$ cat src/rtl/dual_motor_speed_to_pwm_mapper_defines.svh
// ---------------------------------------------------------------------------
// Assertion macros for the dual motor speed to PWM mapper
// Clocked on aclk, disabled while aresetn is low. Define NO_ASSERTIONS to
// compile them away.
// ---------------------------------------------------------------------------
`ifndef DUAL_MOTOR_SPEED_TO_PWM_MAPPER_DEFINES_SVH
`define DUAL_MOTOR_SPEED_TO_PWM_MAPPER_DEFINES_SVH

`ifndef NO_ASSERTIONS

// Consequent must hold in the same cycle as the antecedent.
`define DMPWM_ASSERT_NOW(label, ante, cons) \
    label: assert property (@(posedge aclk) disable iff (!aresetn) (ante) |-> (cons)) \
        else $error("dmpwm: assertion failed");

// Consequent must hold in the cycle after the antecedent.
`define DMPWM_ASSERT_NEXT(label, ante, cons) \
    label: assert property (@(posedge aclk) disable iff (!aresetn) (ante) |=> (cons)) \
        else $error("dmpwm: assertion failed");

`else

`define DMPWM_ASSERT_NOW(label, ante, cons)
`define DMPWM_ASSERT_NEXT(label, ante, cons)

`endif

`endif

$ cat src/rtl/dmpwm_pkg.sv
`timescale 1ns / 1ps
// ---------------------------------------------------------------------------
// dmpwm_pkg
// Widths, constants and shared types of the speed to PWM mapper.
// ---------------------------------------------------------------------------
package dmpwm_pkg;

    localparam int LANES      = 2;
    localparam int SPEED_W    = 16;
    localparam int FS_W       = 15;
    localparam int DUTY_W     = 7;
    localparam int PERIOD_W   = 16;
    localparam int PCT_W      = 8;
    localparam int MAG_W      = 17;
    localparam int NUM_W      = MAG_W + DUTY_W;
    localparam int REM_W      = 22;
    localparam int QUO_W      = 8;
    localparam int NUM_CELLS  = QUO_W;
    localparam int ACT_W      = PERIOD_W + DUTY_W;
    localparam int Y_W        = ACT_W - 2;
    localparam int RECIP_W    = 22;
    localparam int RECIP_SHIFT = 26;
    localparam int PROD_W     = Y_W + RECIP_W;
    localparam int CFG_INDEX_W = 3;
    localparam int CFG_DATA_W  = 16;
    localparam int S_DATA_W   = 32;
    localparam int M_DATA_W   = 56;

    localparam logic [FS_W-1:0]     DEFAULT_FULL_SCALE = 15'd350;
    localparam logic [DUTY_W-1:0]   PERCENT_FULL       = 7'd100;
    // ceil(2^26 / 25): floor(y / 25) for y below 2^21
    localparam logic [RECIP_W-1:0]  RECIP_25           = 22'd2684355;

    localparam logic [FS_W-1:0]     RST_FULL_SCALE = 15'd350;
    localparam logic [DUTY_W-1:0]   RST_MAX_DUTY   = 7'd80;
    localparam logic [PERIOD_W-1:0] RST_PERIOD     = 16'd1000;

    typedef enum logic [CFG_INDEX_W-1:0] {
        REG_FULL_SCALE = 3'd0,
        REG_MAX_DUTY   = 3'd1,
        REG_PWM_PERIOD = 3'd2,
        REG_LEFT_FWD   = 3'd3,
        REG_RIGHT_FWD  = 3'd4
    } reg_index_t;

    // Effective configuration as seen by the datapath
    typedef struct packed {
        logic [FS_W-1:0]     den;
        logic [DUTY_W-1:0]   maxd;
        logic [PERIOD_W-1:0] period;
        logic [LANES-1:0]    fwd_in1;
    } cfg_t;

    typedef struct packed {
        logic             neg;
        logic [REM_W-1:0] rem;
        logic [QUO_W-1:0] quo;
    } div_lane_t;

    typedef div_lane_t [LANES-1:0] div_data_t;

    // Pin and percent results carried alongside the compare arithmetic
    typedef struct packed {
        logic [LANES-1:0][PCT_W-1:0] pct;
        logic [LANES-1:0]            in_one;
        logic [LANES-1:0]            in_two;
        logic                        standby;
    } drive_t;

endpackage

$ cat src/rtl/dmpwm_cfg_regs.sv
`timescale 1ns / 1ps
// ---------------------------------------------------------------------------
// dmpwm_cfg_regs
// Configuration register file; presents the effective divisor, duty cap, period and polarity.
// ---------------------------------------------------------------------------
module dmpwm_cfg_regs (
    input  logic                                aclk,
    input  logic                                aresetn,
    input  logic                                cfg_valid,
    input  logic [dmpwm_pkg::CFG_INDEX_W-1:0]   cfg_index,
    input  logic [dmpwm_pkg::CFG_DATA_W-1:0]    cfg_data,
    output dmpwm_pkg::cfg_t                     cfg
);

    logic [dmpwm_pkg::FS_W-1:0]     full_scale_reg, full_scale_next;
    logic [dmpwm_pkg::DUTY_W-1:0]   max_duty_reg, max_duty_next;
    logic [dmpwm_pkg::PERIOD_W-1:0] period_reg, period_next;
    logic [dmpwm_pkg::LANES-1:0]    fwd_reg, fwd_next;

    always_comb begin
        full_scale_next = full_scale_reg;
        max_duty_next   = max_duty_reg;
        period_next     = period_reg;
        fwd_next        = fwd_reg;
        if (cfg_valid) begin
            unique case (cfg_index)
                dmpwm_pkg::REG_FULL_SCALE: full_scale_next = cfg_data[dmpwm_pkg::FS_W-1:0];
                dmpwm_pkg::REG_MAX_DUTY:   max_duty_next   = cfg_data[dmpwm_pkg::DUTY_W-1:0];
                dmpwm_pkg::REG_PWM_PERIOD: period_next     = cfg_data;
                dmpwm_pkg::REG_LEFT_FWD:   fwd_next[0]     = cfg_data[0];
                dmpwm_pkg::REG_RIGHT_FWD:  fwd_next[1]     = cfg_data[0];
                default: ; // drop writes beyond the register list
            endcase
        end
    end

    always_ff @(posedge aclk) begin
        if (!aresetn) begin
            full_scale_reg <= dmpwm_pkg::RST_FULL_SCALE;
            max_duty_reg   <= dmpwm_pkg::RST_MAX_DUTY;
            period_reg     <= dmpwm_pkg::RST_PERIOD;
            fwd_reg        <= '1;
        end else begin
            full_scale_reg <= full_scale_next;
            max_duty_reg   <= max_duty_next;
            period_reg     <= period_next;
            fwd_reg        <= fwd_next;
        end
    end

    always_comb begin
        cfg.den     = (full_scale_reg == '0) ? dmpwm_pkg::DEFAULT_FULL_SCALE : full_scale_reg;
        cfg.maxd    = (max_duty_reg > dmpwm_pkg::PERCENT_FULL) ? dmpwm_pkg::PERCENT_FULL
                                                               : max_duty_reg;
        cfg.period  = period_reg;
        cfg.fwd_in1 = fwd_reg;
    end

endmodule

$ cat src/rtl/dmpwm_div_cell.sv
`timescale 1ns / 1ps
// ---------------------------------------------------------------------------
// dmpwm_div_cell
// One restoring division step for both lanes, with its own handshake stage.
// ---------------------------------------------------------------------------
module dmpwm_div_cell (
    input  logic                          aclk,
    input  logic                          aresetn,
    input  logic                          in_valid,
    output logic                          in_ready,
    input  dmpwm_pkg::div_data_t          in_data,
    input  logic [dmpwm_pkg::REM_W-1:0]   divisor,
    output logic                          out_valid,
    input  logic                          out_ready,
    output dmpwm_pkg::div_data_t          out_data
);

    logic                 valid_reg, valid_next;
    dmpwm_pkg::div_data_t data_reg, data_next;
    logic                 take;

    always_comb begin
        for (int l = 0; l < dmpwm_pkg::LANES; l++) begin
            data_next[l].neg = in_data[l].neg;
            if (in_data[l].rem >= divisor) begin
                data_next[l].rem = in_data[l].rem - divisor;
                data_next[l].quo = {in_data[l].quo[dmpwm_pkg::QUO_W-2:0], 1'b1};
            end else begin
                data_next[l].rem = in_data[l].rem;
                data_next[l].quo = {in_data[l].quo[dmpwm_pkg::QUO_W-2:0], 1'b0};
            end
        end
    end

    assign in_ready   = !valid_reg || out_ready;
    assign take       = in_valid && in_ready;
    assign valid_next = in_ready ? in_valid : valid_reg;

    always_ff @(posedge aclk) begin
        if (!aresetn) begin
            valid_reg <= 1'b0;
        end else begin
            valid_reg <= valid_next;
        end
    end

    always_ff @(posedge aclk) begin
        if (take) begin
            data_reg <= data_next;
        end
    end

    assign out_valid = valid_reg;
    assign out_data  = data_reg;

endmodule

$ cat src/rtl/dual_motor_speed_to_pwm_mapper.sv
`timescale 1ns / 1ps
// ---------------------------------------------------------------------------
// dual_motor_speed_to_pwm_mapper
// Signed left/right wheel speeds to duty percent, PWM compare and bridge pins.
// ---------------------------------------------------------------------------
// The block takes one speed pair per clock while the output side is not
// stalled and returns one result per pair, in order. Each speed is scaled
// by the duty cap over the full-scale speed with a row of eight
// restoring-division cells (one quotient bit per cell, both sides in
// parallel); the quotient is rounded half away from zero and clamped to
// the cap. The percent then sets the down-count compare, period minus
// period times percent over 100, the division by 100 being a shift and a
// reciprocal multiply. Every stage has its own valid bit, so a stalled
// output still lets the input side fill bubbles. Write the configuration
// registers only while no transfer is in flight.
// ---------------------------------------------------------------------------
`include "dual_motor_speed_to_pwm_mapper_defines.svh"

module dual_motor_speed_to_pwm_mapper (
    input  logic                                aclk,
    input  logic                                aresetn,
    // Configuration write channel
    input  logic                                cfg_valid,
    output logic                                cfg_ready,
    input  logic [dmpwm_pkg::CFG_INDEX_W-1:0]   cfg_index,
    input  logic [dmpwm_pkg::CFG_DATA_W-1:0]    cfg_data,
    // Speed input stream
    input  logic                                s_tvalid,
    output logic                                s_tready,
    // [15:0] left_speed, [31:16] right_speed
    input  logic [dmpwm_pkg::S_DATA_W-1:0]      s_tdata,
    // Result stream
    output logic                                m_tvalid,
    input  logic                                m_tready,
    // [15:0] left_compare, [31:16] right_compare, [32] left_in_one,
    // [33] left_in_two, [34] right_in_one, [35] right_in_two,
    // [36] standby_enable, [44:37] left_percent, [52:45] right_percent,
    // [55:53] zero
    output logic [dmpwm_pkg::M_DATA_W-1:0]      m_tdata
);

    localparam int LANES = dmpwm_pkg::LANES;
    localparam int NCELL = dmpwm_pkg::NUM_CELLS;

    dmpwm_pkg::cfg_t cfg;

    // Configuration registers; writes always accepted
    assign cfg_ready = 1'b1;

    dmpwm_cfg_regs u_cfg (
        .aclk      (aclk),
        .aresetn   (aresetn),
        .cfg_valid (cfg_valid),
        .cfg_index (cfg_index),
        .cfg_data  (cfg_data),
        .cfg       (cfg)
    );

    // ------------------------------------------------------------------
    // Front stage: magnitude, sign and rounded dividend
    // ------------------------------------------------------------------
    logic                 a_valid_reg, a_valid_next;
    dmpwm_pkg::div_data_t a_data_reg, a_data_next;
    logic                 a_ready;
    logic [LANES-1:0][dmpwm_pkg::SPEED_W-1:0] spd;
    logic [LANES-1:0][dmpwm_pkg::MAG_W-1:0]   mag;
    logic [LANES-1:0][dmpwm_pkg::NUM_W-1:0]   num;

    assign spd[0] = s_tdata[dmpwm_pkg::SPEED_W-1:0];
    assign spd[1] = s_tdata[2*dmpwm_pkg::SPEED_W-1:dmpwm_pkg::SPEED_W];

    always_comb begin
        for (int l = 0; l < LANES; l++) begin
            mag[l] = spd[l][dmpwm_pkg::SPEED_W-1]
                   ? (~{spd[l][dmpwm_pkg::SPEED_W-1], spd[l]} + dmpwm_pkg::MAG_W'(1))
                   : {1'b0, spd[l]};
            // speed * cap + half divisor, so the division rounds half away from zero
            num[l] = dmpwm_pkg::NUM_W'(mag[l]) * dmpwm_pkg::NUM_W'(cfg.maxd)
                   + dmpwm_pkg::NUM_W'(cfg.den >> 1);
            a_data_next[l].neg = spd[l][dmpwm_pkg::SPEED_W-1];
            a_data_next[l].rem = num[l][dmpwm_pkg::REM_W-1:0];
            a_data_next[l].quo = '0;
        end
    end

    logic [NCELL:0]       cell_valid;
    logic [NCELL:0]       cell_ready;
    dmpwm_pkg::div_data_t cell_data [NCELL+1];

    assign s_tready     = !a_valid_reg || a_ready;
    assign a_ready      = cell_ready[0];
    assign a_valid_next = s_tready ? s_tvalid : a_valid_reg;

    always_ff @(posedge aclk) begin
        if (!aresetn) begin
            a_valid_reg <= 1'b0;
        end else begin
            a_valid_reg <= a_valid_next;
        end
    end

    always_ff @(posedge aclk) begin
        if (s_tvalid && s_tready) begin
            a_data_reg <= a_data_next;
        end
    end

    // ------------------------------------------------------------------
    // Division chain: cell k tests the divisor shifted by NCELL-1-k
    // ------------------------------------------------------------------
    assign cell_valid[0] = a_valid_reg;
    assign cell_data[0]  = a_data_reg;

    for (genvar k = 0; k < NCELL; k++) begin : g_cell
        dmpwm_div_cell u_cell (
            .aclk      (aclk),
            .aresetn   (aresetn),
            .in_valid  (cell_valid[k]),
            .in_ready  (cell_ready[k]),
            .in_data   (cell_data[k]),
            .divisor   (dmpwm_pkg::REM_W'(cfg.den) << (NCELL - 1 - k)),
            .out_valid (cell_valid[k+1]),
            .out_ready (cell_ready[k+1]),
            .out_data  (cell_data[k+1])
        );
    end

    // ------------------------------------------------------------------
    // Stage B: clamp, signed percent, pins, period * |percent|
    // ------------------------------------------------------------------
    logic   b_valid_reg, b_valid_next, b_ready;
    dmpwm_pkg::drive_t b_drive_reg, b_drive_next;
    logic [LANES-1:0][dmpwm_pkg::ACT_W-1:0]  b_act_reg, b_act_next;
    logic [LANES-1:0][dmpwm_pkg::DUTY_W-1:0] pmag;
    logic [LANES-1:0]                        nz;

    always_comb begin
        for (int l = 0; l < LANES; l++) begin
            pmag[l] = (cell_data[NCELL][l].quo > dmpwm_pkg::QUO_W'(cfg.maxd))
                    ? cfg.maxd : cell_data[NCELL][l].quo[dmpwm_pkg::DUTY_W-1:0];
            nz[l]   = (pmag[l] != '0);
            b_drive_next.pct[l] = cell_data[NCELL][l].neg
                                ? (dmpwm_pkg::PCT_W'(0) - dmpwm_pkg::PCT_W'(pmag[l]))
                                : dmpwm_pkg::PCT_W'(pmag[l]);
            // forward drives input one when the polarity bit is set
            b_drive_next.in_one[l] = nz[l] && (!cell_data[NCELL][l].neg == cfg.fwd_in1[l]);
            b_drive_next.in_two[l] = nz[l] && (!cell_data[NCELL][l].neg != cfg.fwd_in1[l]);
            b_act_next[l] = dmpwm_pkg::ACT_W'(cfg.period) * dmpwm_pkg::ACT_W'(pmag[l]);
        end
        // both sides at zero: stop, standby low
        b_drive_next.standby = |nz;
    end

    assign cell_ready[NCELL] = b_ready;
    assign b_valid_next      = b_ready ? cell_valid[NCELL] : b_valid_reg;

    always_ff @(posedge aclk) begin
        if (!aresetn) begin
            b_valid_reg <= 1'b0;
        end else begin
            b_valid_reg <= b_valid_next;
        end
    end

    always_ff @(posedge aclk) begin
        if (cell_valid[NCELL] && b_ready) begin
            b_drive_reg <= b_drive_next;
            b_act_reg   <= b_act_next;
        end
    end

    // ------------------------------------------------------------------
    // Stage C: divide by 100 as (x >> 2) * ceil(2^26 / 25) >> 26
    // ------------------------------------------------------------------
    logic   c_valid_reg, c_valid_next, c_ready;
    dmpwm_pkg::drive_t c_drive_reg;
    logic [LANES-1:0][dmpwm_pkg::PROD_W-1:0] c_prod_reg, c_prod_next;

    always_comb begin
        for (int l = 0; l < LANES; l++) begin
            c_prod_next[l] = dmpwm_pkg::PROD_W'(b_act_reg[l][dmpwm_pkg::ACT_W-1:2])
                           * dmpwm_pkg::PROD_W'(dmpwm_pkg::RECIP_25);
        end
    end

    assign b_ready      = !b_valid_reg || c_ready;
    assign c_valid_next = c_ready ? b_valid_reg : c_valid_reg;

    always_ff @(posedge aclk) begin
        if (!aresetn) begin
            c_valid_reg <= 1'b0;
        end else begin
            c_valid_reg <= c_valid_next;
        end
    end

    always_ff @(posedge aclk) begin
        if (b_valid_reg && c_ready) begin
            c_drive_reg <= b_drive_reg;
            c_prod_reg  <= c_prod_next;
        end
    end

    // ------------------------------------------------------------------
    // Output register: compare = period - active ticks
    // ------------------------------------------------------------------
    logic   d_valid_reg, d_valid_next, d_ready;
    dmpwm_pkg::drive_t d_drive_reg;
    logic [LANES-1:0][dmpwm_pkg::PERIOD_W-1:0] d_cmp_reg, d_cmp_next;

    always_comb begin
        for (int l = 0; l < LANES; l++) begin
            d_cmp_next[l] = cfg.period
                          - c_prod_reg[l][dmpwm_pkg::RECIP_SHIFT +: dmpwm_pkg::PERIOD_W];
        end
    end

    assign d_ready      = !d_valid_reg || m_tready;
    assign c_ready      = d_ready;
    assign d_valid_next = d_ready ? c_valid_reg : d_valid_reg;

    always_ff @(posedge aclk) begin
        if (!aresetn) begin
            d_valid_reg <= 1'b0;
        end else begin
            d_valid_reg <= d_valid_next;
        end
    end

    always_ff @(posedge aclk) begin
        if (c_valid_reg && d_ready) begin
            d_drive_reg <= c_drive_reg;
            d_cmp_reg   <= d_cmp_next;
        end
    end

    assign m_tvalid = d_valid_reg;
    assign m_tdata  = {3'b000,
                       d_drive_reg.pct[1], d_drive_reg.pct[0],
                       d_drive_reg.standby,
                       d_drive_reg.in_two[1], d_drive_reg.in_one[1],
                       d_drive_reg.in_two[0], d_drive_reg.in_one[0],
                       d_cmp_reg[1], d_cmp_reg[0]};

    // ------------------------------------------------------------------
    // Assertions
    // ------------------------------------------------------------------
    `DMPWM_ASSERT_NEXT(a_accept_lands, s_tvalid && s_tready, a_valid_reg)
    `DMPWM_ASSERT_NOW(a_pins_exclusive, m_tvalid,
        !(m_tdata[32] && m_tdata[33]) && !(m_tdata[34] && m_tdata[35]))
    `DMPWM_ASSERT_NOW(a_compare_in_period, m_tvalid,
        (d_cmp_reg[0] <= cfg.period) && (d_cmp_reg[1] <= cfg.period))
    `DMPWM_ASSERT_NOW(a_standby_matches, m_tvalid,
        d_drive_reg.standby == ((d_drive_reg.pct[0] != '0) || (d_drive_reg.pct[1] != '0)))

endmodule

$ cat config.mk
export PLATFORM = sky130hd
export DESIGN_NAME = dual_motor_speed_to_pwm_mapper
export DESIGN_NICKNAME = d
export VERILOG_FILES = /design/src/rtl/dmpwm_pkg.sv /design/src/rtl/dmpwm_cfg_regs.sv /design/src/rtl/dmpwm_div_cell.sv /design/src/rtl/dual_motor_speed_to_pwm_mapper.sv
export VERILOG_INCLUDE_DIRS = /design/src /design/src/rtl
export SDC_FILE = /design/constraint.sdc
export NUM_CORES = 2
export LEC_CHECK = 0
export ABC_AREA = 1
export BUFFER_PORTS_ARGS = -buffer_cell sky130_fd_sc_hd__buf_4
export CELL_PAD_IN_SITES_DETAIL_PLACEMENT = 0
export CELL_PAD_IN_SITES_GLOBAL_PLACEMENT = 2
export CORE_MARGIN = 2
export CORE_UTILIZATION = 35
export DETAILED_ROUTE_END_ITERATION = 16
export GPL_TIMING_DRIVEN = 0
export PLACE_DENSITY = 0.8
export SYNTH_ARGS = -nofsm -noshare
export SYNTH_HDL_FRONTEND = slang
export SYNTH_SLANG_ARGS = --single-unit
$ cat constraint.sdc
create_clock -name aclk -period 8.49 [get_ports aclk]
set_clock_uncertainty 0.15 [all_clocks]
set_input_delay 0.4245 -clock aclk [delete_from_list [all_inputs] [get_ports aclk]]
set_output_delay 0.4245 -clock aclk [all_outputs]
set_load 0.05 [all_outputs]
* After elaboration in Yosys (flattened, before gate mapping)
Index checks and enable logic that the tools add are counted.
Cells by class: add/subtract/negate cells 22, $mul 6, order comparisons 19, equal/unequal tests 8, multiplexer cells 24, bitwise operators 2, reductions and logical operators 50
Operators by type and width (number):
- $mux 30 | 14
- $mul 21x22->42 const B | 2
- $mul 16x7->23 | 2
- $add 22x14->22 | 2
- $ge 22x15->1 | 2
- $ge 22x16->1 | 2
- $ge 22x17->1 | 2
- $ge 22x18->1 | 2
- $ge 22x19->1 | 2
- $ge 22x20->1 | 2
- $ge 22x21->1 | 2
- $ge 22x22->1 | 2
- $mul 17x7->22 | 2
- $sub 22x16->22 | 2
- $sub 22x17->22 | 2
- $sub 22x18->22 | 2
- $sub 22x19->22 | 2
- $sub 22x20->22 | 2
- $sub 22x21->22 | 2
- $sub 22x22->22 | 2
- $mux 7 | 5
- $add 17x1->17 const B | 2
- $mux 17 | 2
- $not 17->17 | 2
- other kinds (19) | 68
Storage, ports and cells: register bits 761, input port bits 56, output and inout bits 59, word-level logic and storage cells 221

* Logic depth before layout (Yosys ltp)
depth in word-level cells 13, depth in mapped cells 40, mapped depth without buffers 37

* Cells and area by module
Synthesis repeated with hierarchy kept, for this count alone.
Second synthesis, totals: cells, all modules 11894, area total of the unflattened synthesis 88921.5 µm²
Modules (own cells, without submodules):
- dmpwm_div_cell | times used 8, cells each 865, area each 5741.8 µm², sequential area each 1881.8 µm²
- dual_motor_speed_to_pwm_mapper | times used 1, cells each 4693, area each 41128.2 µm², sequential area each 6536.3 µm²
- dmpwm_cfg_regs | times used 1, cells each 281, area each 1859.3 µm², sequential area each 800.8 µm²

* Least setup slack after synthesis
Ideal clock, no wire load.
path type register -> register, start register u_cfg.max_duty_reg[0] (netlist bit), end register b_act_reg[19] (netlist bit) (data pin), setup time 252 ps, arrival time 5908 ps, data required time 8088 ps, path slack 2180 ps, cell stages (with the launch flop) 39, path buffers 3, period minus slack after synthesis 6310 ps, cells stage by stage dfxtp_1 o21ai_0 nand2_1 nand2_1 nand2_1 clkinv_1 clkbuf_1 ha_1 inv_1 nand2_1 nand2_1 nand2_1 nand2_1 nand2_2 nand2_4 nand2_4 buf_6 nand2_2 [3 not listed] fa_1 inv_1 fa_1 inv_1 fa_1 inv_1 fa_1 inv_1 ha_1 a21oi_1 a21boi_0 o21ai_0 nand3_1 nand2_1 nand2_1 nand2_1 nand2_1 nand2_1
RTL lines:
- start: declaration | line dmpwm_cfg_regs.sv:16 | logic [dmpwm_pkg::DUTY_W-1:0] max_duty_reg, max_duty_next;
- start signal: assignment | line dmpwm_cfg_regs.sv:40 | max_duty_reg <= dmpwm_pkg::RST_MAX_DUTY;
- start signal: assignment | line dmpwm_cfg_regs.sv:45 | max_duty_reg <= max_duty_next;
- end signal: assignment | line dual_motor_speed_to_pwm_mapper.sv:168 | b_act_reg <= b_act_next;
- end: declaration | line dual_motor_speed_to_pwm_mapper.sv:133 | logic [LANES-1:0][dmpwm_pkg::ACT_W-1:0] b_act_reg, b_act_next;

==> results_dict.tcl <==
set metrics [dict create \
    cp_slowest_stage_delay_ns 0.54 \
    hold_viol_final 0 \
    grt_max_degree 49 \
    switching_share_pct 37.53 \
    grt_overflow_total 0 \
    vias 53969 \
    syn_inst 8035 \
    ant_nets 0 \
    final_cells 11017 \
    yosysSeqAreaShare_pct 27.70 \
    drc 0 \
    rows 164 \
    route.met3.wl_mm 6.965 \
    cts.sinks 663 \
    synth_edf_count 611 \
    ys_ff_latch 663 \
    drive_gt1_share_pct 5.933 \
    fp.dieH_microns 451.2 \
    rsz0062_at_grt "no" \
    antenna_found_initial 4 \
    die_w_microns 451.2 \
    start_util_pct 35.13 \
    grt_pass1_wl_mm 315.0 \
    area_delta_synth_final_pct 11.29 \
    netSwitchingPower_mw 4.741 \
    period_share_pct 93.65 \
    power_frac_comb_pct 38.3 \
    cp.arrival_ns 8.22 \
    dp_cells 10840 \
    hp-class "in2reg" \
    clkSlewWorstSetupHoldPaths_ns 0.07 \
    tightest_slew_ns 1.005 \
    fin_nets 9839 \
    dr.max_layer_used "met5" \
    drv_slew 0 \
    start_kind "flip-flop" \
    cap_violations 0 \
    status "complete, no violations" \
    async_reset_ff_share_pct 0 \
    max_freq_mhz 125.8 \
    critPathMaxFanout 19 \
    grt_pass1_vias 55073 \
    crit_path_end_kind "flip-flop" \
    drt-total-wl_mm 202.4 \
    ctsRootBufferMaster "clkbuf_16" \
    dieArea_sq_um 203600 \
    io_buffers 110 \
    ir_drop_mv 0.1809 \
    cts_made_buffers 82 \
    crit_top_cell "nand2_1" \
    gp_congestion 0.8909 \
    p_int_mw 7.890 \
    io-pin-count 115 \
    largest_register_ffs 396 \
    cellLeakagePower_nw 36.25 \
    cp.required_ns 8.76 \
    postCtsSetupRepairBufs 0 \
    ys_types 68 \
    hp-start "cfg_data[15]" \
    dp_hpwl_mm 168.4 \
    clk_latency_ns 0.73 \
    core_sq_um 199200 \
    layout_commonest_cell "nand2_1" \
    drt_first_pass_iters 10 \
    cts_tree "done" \
    p_seq_share_pct 33.0 \
    wl_met2_mm 98.73 \
    reg2reg_from "u_cfg.max_duty_reg[5]" \
    grt_use_total_pct 19.81 \
    clockPowerShare_pct 28.7 \
    htree_levels 3 \
    crit_type "reg2reg" \
    period_needed_ns 7.951 \
    met1_length_mm 91.51 \
    clock_path_buffers 3 \
    wl_per_cell_microns 18.37 \
    syn_avg_cell_area_sq_um 8.712 \
    vias_per_cell 4.899 \
    synth_area_sq_um 70000 \
    final_core_util_pct 39.10 \
    power_density_nw_per_um2 162.1 \
    slowest_stage "clkinvlp_4" \
    yosys_warnings 0 \
    slew_headroom_pct 33.03 \
    crit_start "u_cfg.max_duty_reg[5]" \
    setup_viol 0 \
    synthFlopType "edfxtp_1" \
    drtIter0Drc 3006 \
    layout_common_cells "nand2_1 (1579), inv_1 (1411), ha_1 (856)" \
]
cells in the mapped netlist, drive strengths merged, types with 41 or more instances:
master,instances,area share [%]
nand2,1607,8.8
inv,1436,7.7
ha,856,15
nor2,753,4.1
fa,636,18
edfxtp,611,26
a21oi,432,3.2
o21ai,378,2.8
nand3,332,2.4
xor2,203,2.5
xnor2,131,1.6
nor3,78,0.60
nand4,69,0.66
a21o,60,0.64
buf,59,0.54
dfxtp,52,1.5
clkbuf,48,0.26
o21bai,46,0.53
a31oi,41,0.37
layout make-up:
| cell class | count | area (sq um) |
|---|---|---|
| well taps | 2656 | 3323 |
| diodes | 1 | 2.502 |
| plain buffers | 106 | 558.0 |
| flip-flops and latches | 663 | 19390 |
| clock inverters | 54 | 636.9 |
| inverters | 1439 | 5405 |
| repair buffers | 161 | 1622 |
| clock buffers | 99 | 2157 |
| multi-input cells | 5838 | 44810 |
| fillers | 20157 | 121300 |
layer usage:
metal	track usage (%)	up-vias
li1	-	26597
met1	26.29	26181
met2	34.43	957
met3	1.992	232
met4	5.001	2
met5	0	-
worst max-delay path: cells and delay by family, from the launching register on:
kind | cells | cell delay (ns)
adders and majority gates | 6 | 2.67
and+or+nand+nor | 17 | 1.68
buffers and inverters | 9 | 1.66
AOI/OAI and AO/OA | 5 | 1.17
DFF | 1 | 0.31
power by group through the flow:
stage | combinational, mW | sequential [mW] | clock [mW]
after global routing | 5.50 | 4.19 | 3.84
after floorplan | 3.56 | 4.16 | 0
after CTS | 4.88 | 4.18 | 3.72
after detailed placement | 4.83 | 4.24 | 0
after global placement | 4.82 | 4.25 | 0
final | 4.84 | 4.17 | 3.62
path summary, 6_finish.rpt:
path	end	slack (ns)	cells after the start
worst min register to register	m_tdata[47]	0.26	0
worst max register to register	b_act_reg[19]	0.54	37
worst max-delay path	b_act_reg[19]	0.54	37
worst min-delay path	u_cfg.period_reg[15]	0.03	3
stage by stage:
stage	setup TNS (ns)	setup slack (ns)	hold WS, ns	instance area [sq um]	power [mW]
after detailed placement	-0.1541	-0.08384	0.2545	74840	9.072
after floorplan	0	2.180	0.2503	70050	7.720
after global routing	0	0.1600	0.008671	77900	13.53
after CTS	0	0.2119	0.01269	77880	12.78
after global placement	-0.3283	-0.08845	0.2508	74200	9.067
final	0	0.5388	0.02955	77900	12.63
cells by family after synthesis:
kind of cell / share of synthesized area (%)
buffers and inverters: 8.513
adders and majority gates: 33.49
DFF: 27.70
other: 0.01073
AOI/OAI and AO/OA: 8.629
xor gates and xnor gates: 4.179
and+or+nand+nor: 17.48
timing repair:
| item | CTS | global route |
|---|---|---|
| hold endpoints to repair | 38 | 0 |
| hold buffers | 24 | 0 |
| cloned | 0 | 0 |
| endpoints found under the setup margin | 5 | 19 |
| resized for setup | 1 | 12 |
No activity file was read; power rests on OpenSTA's default activity.
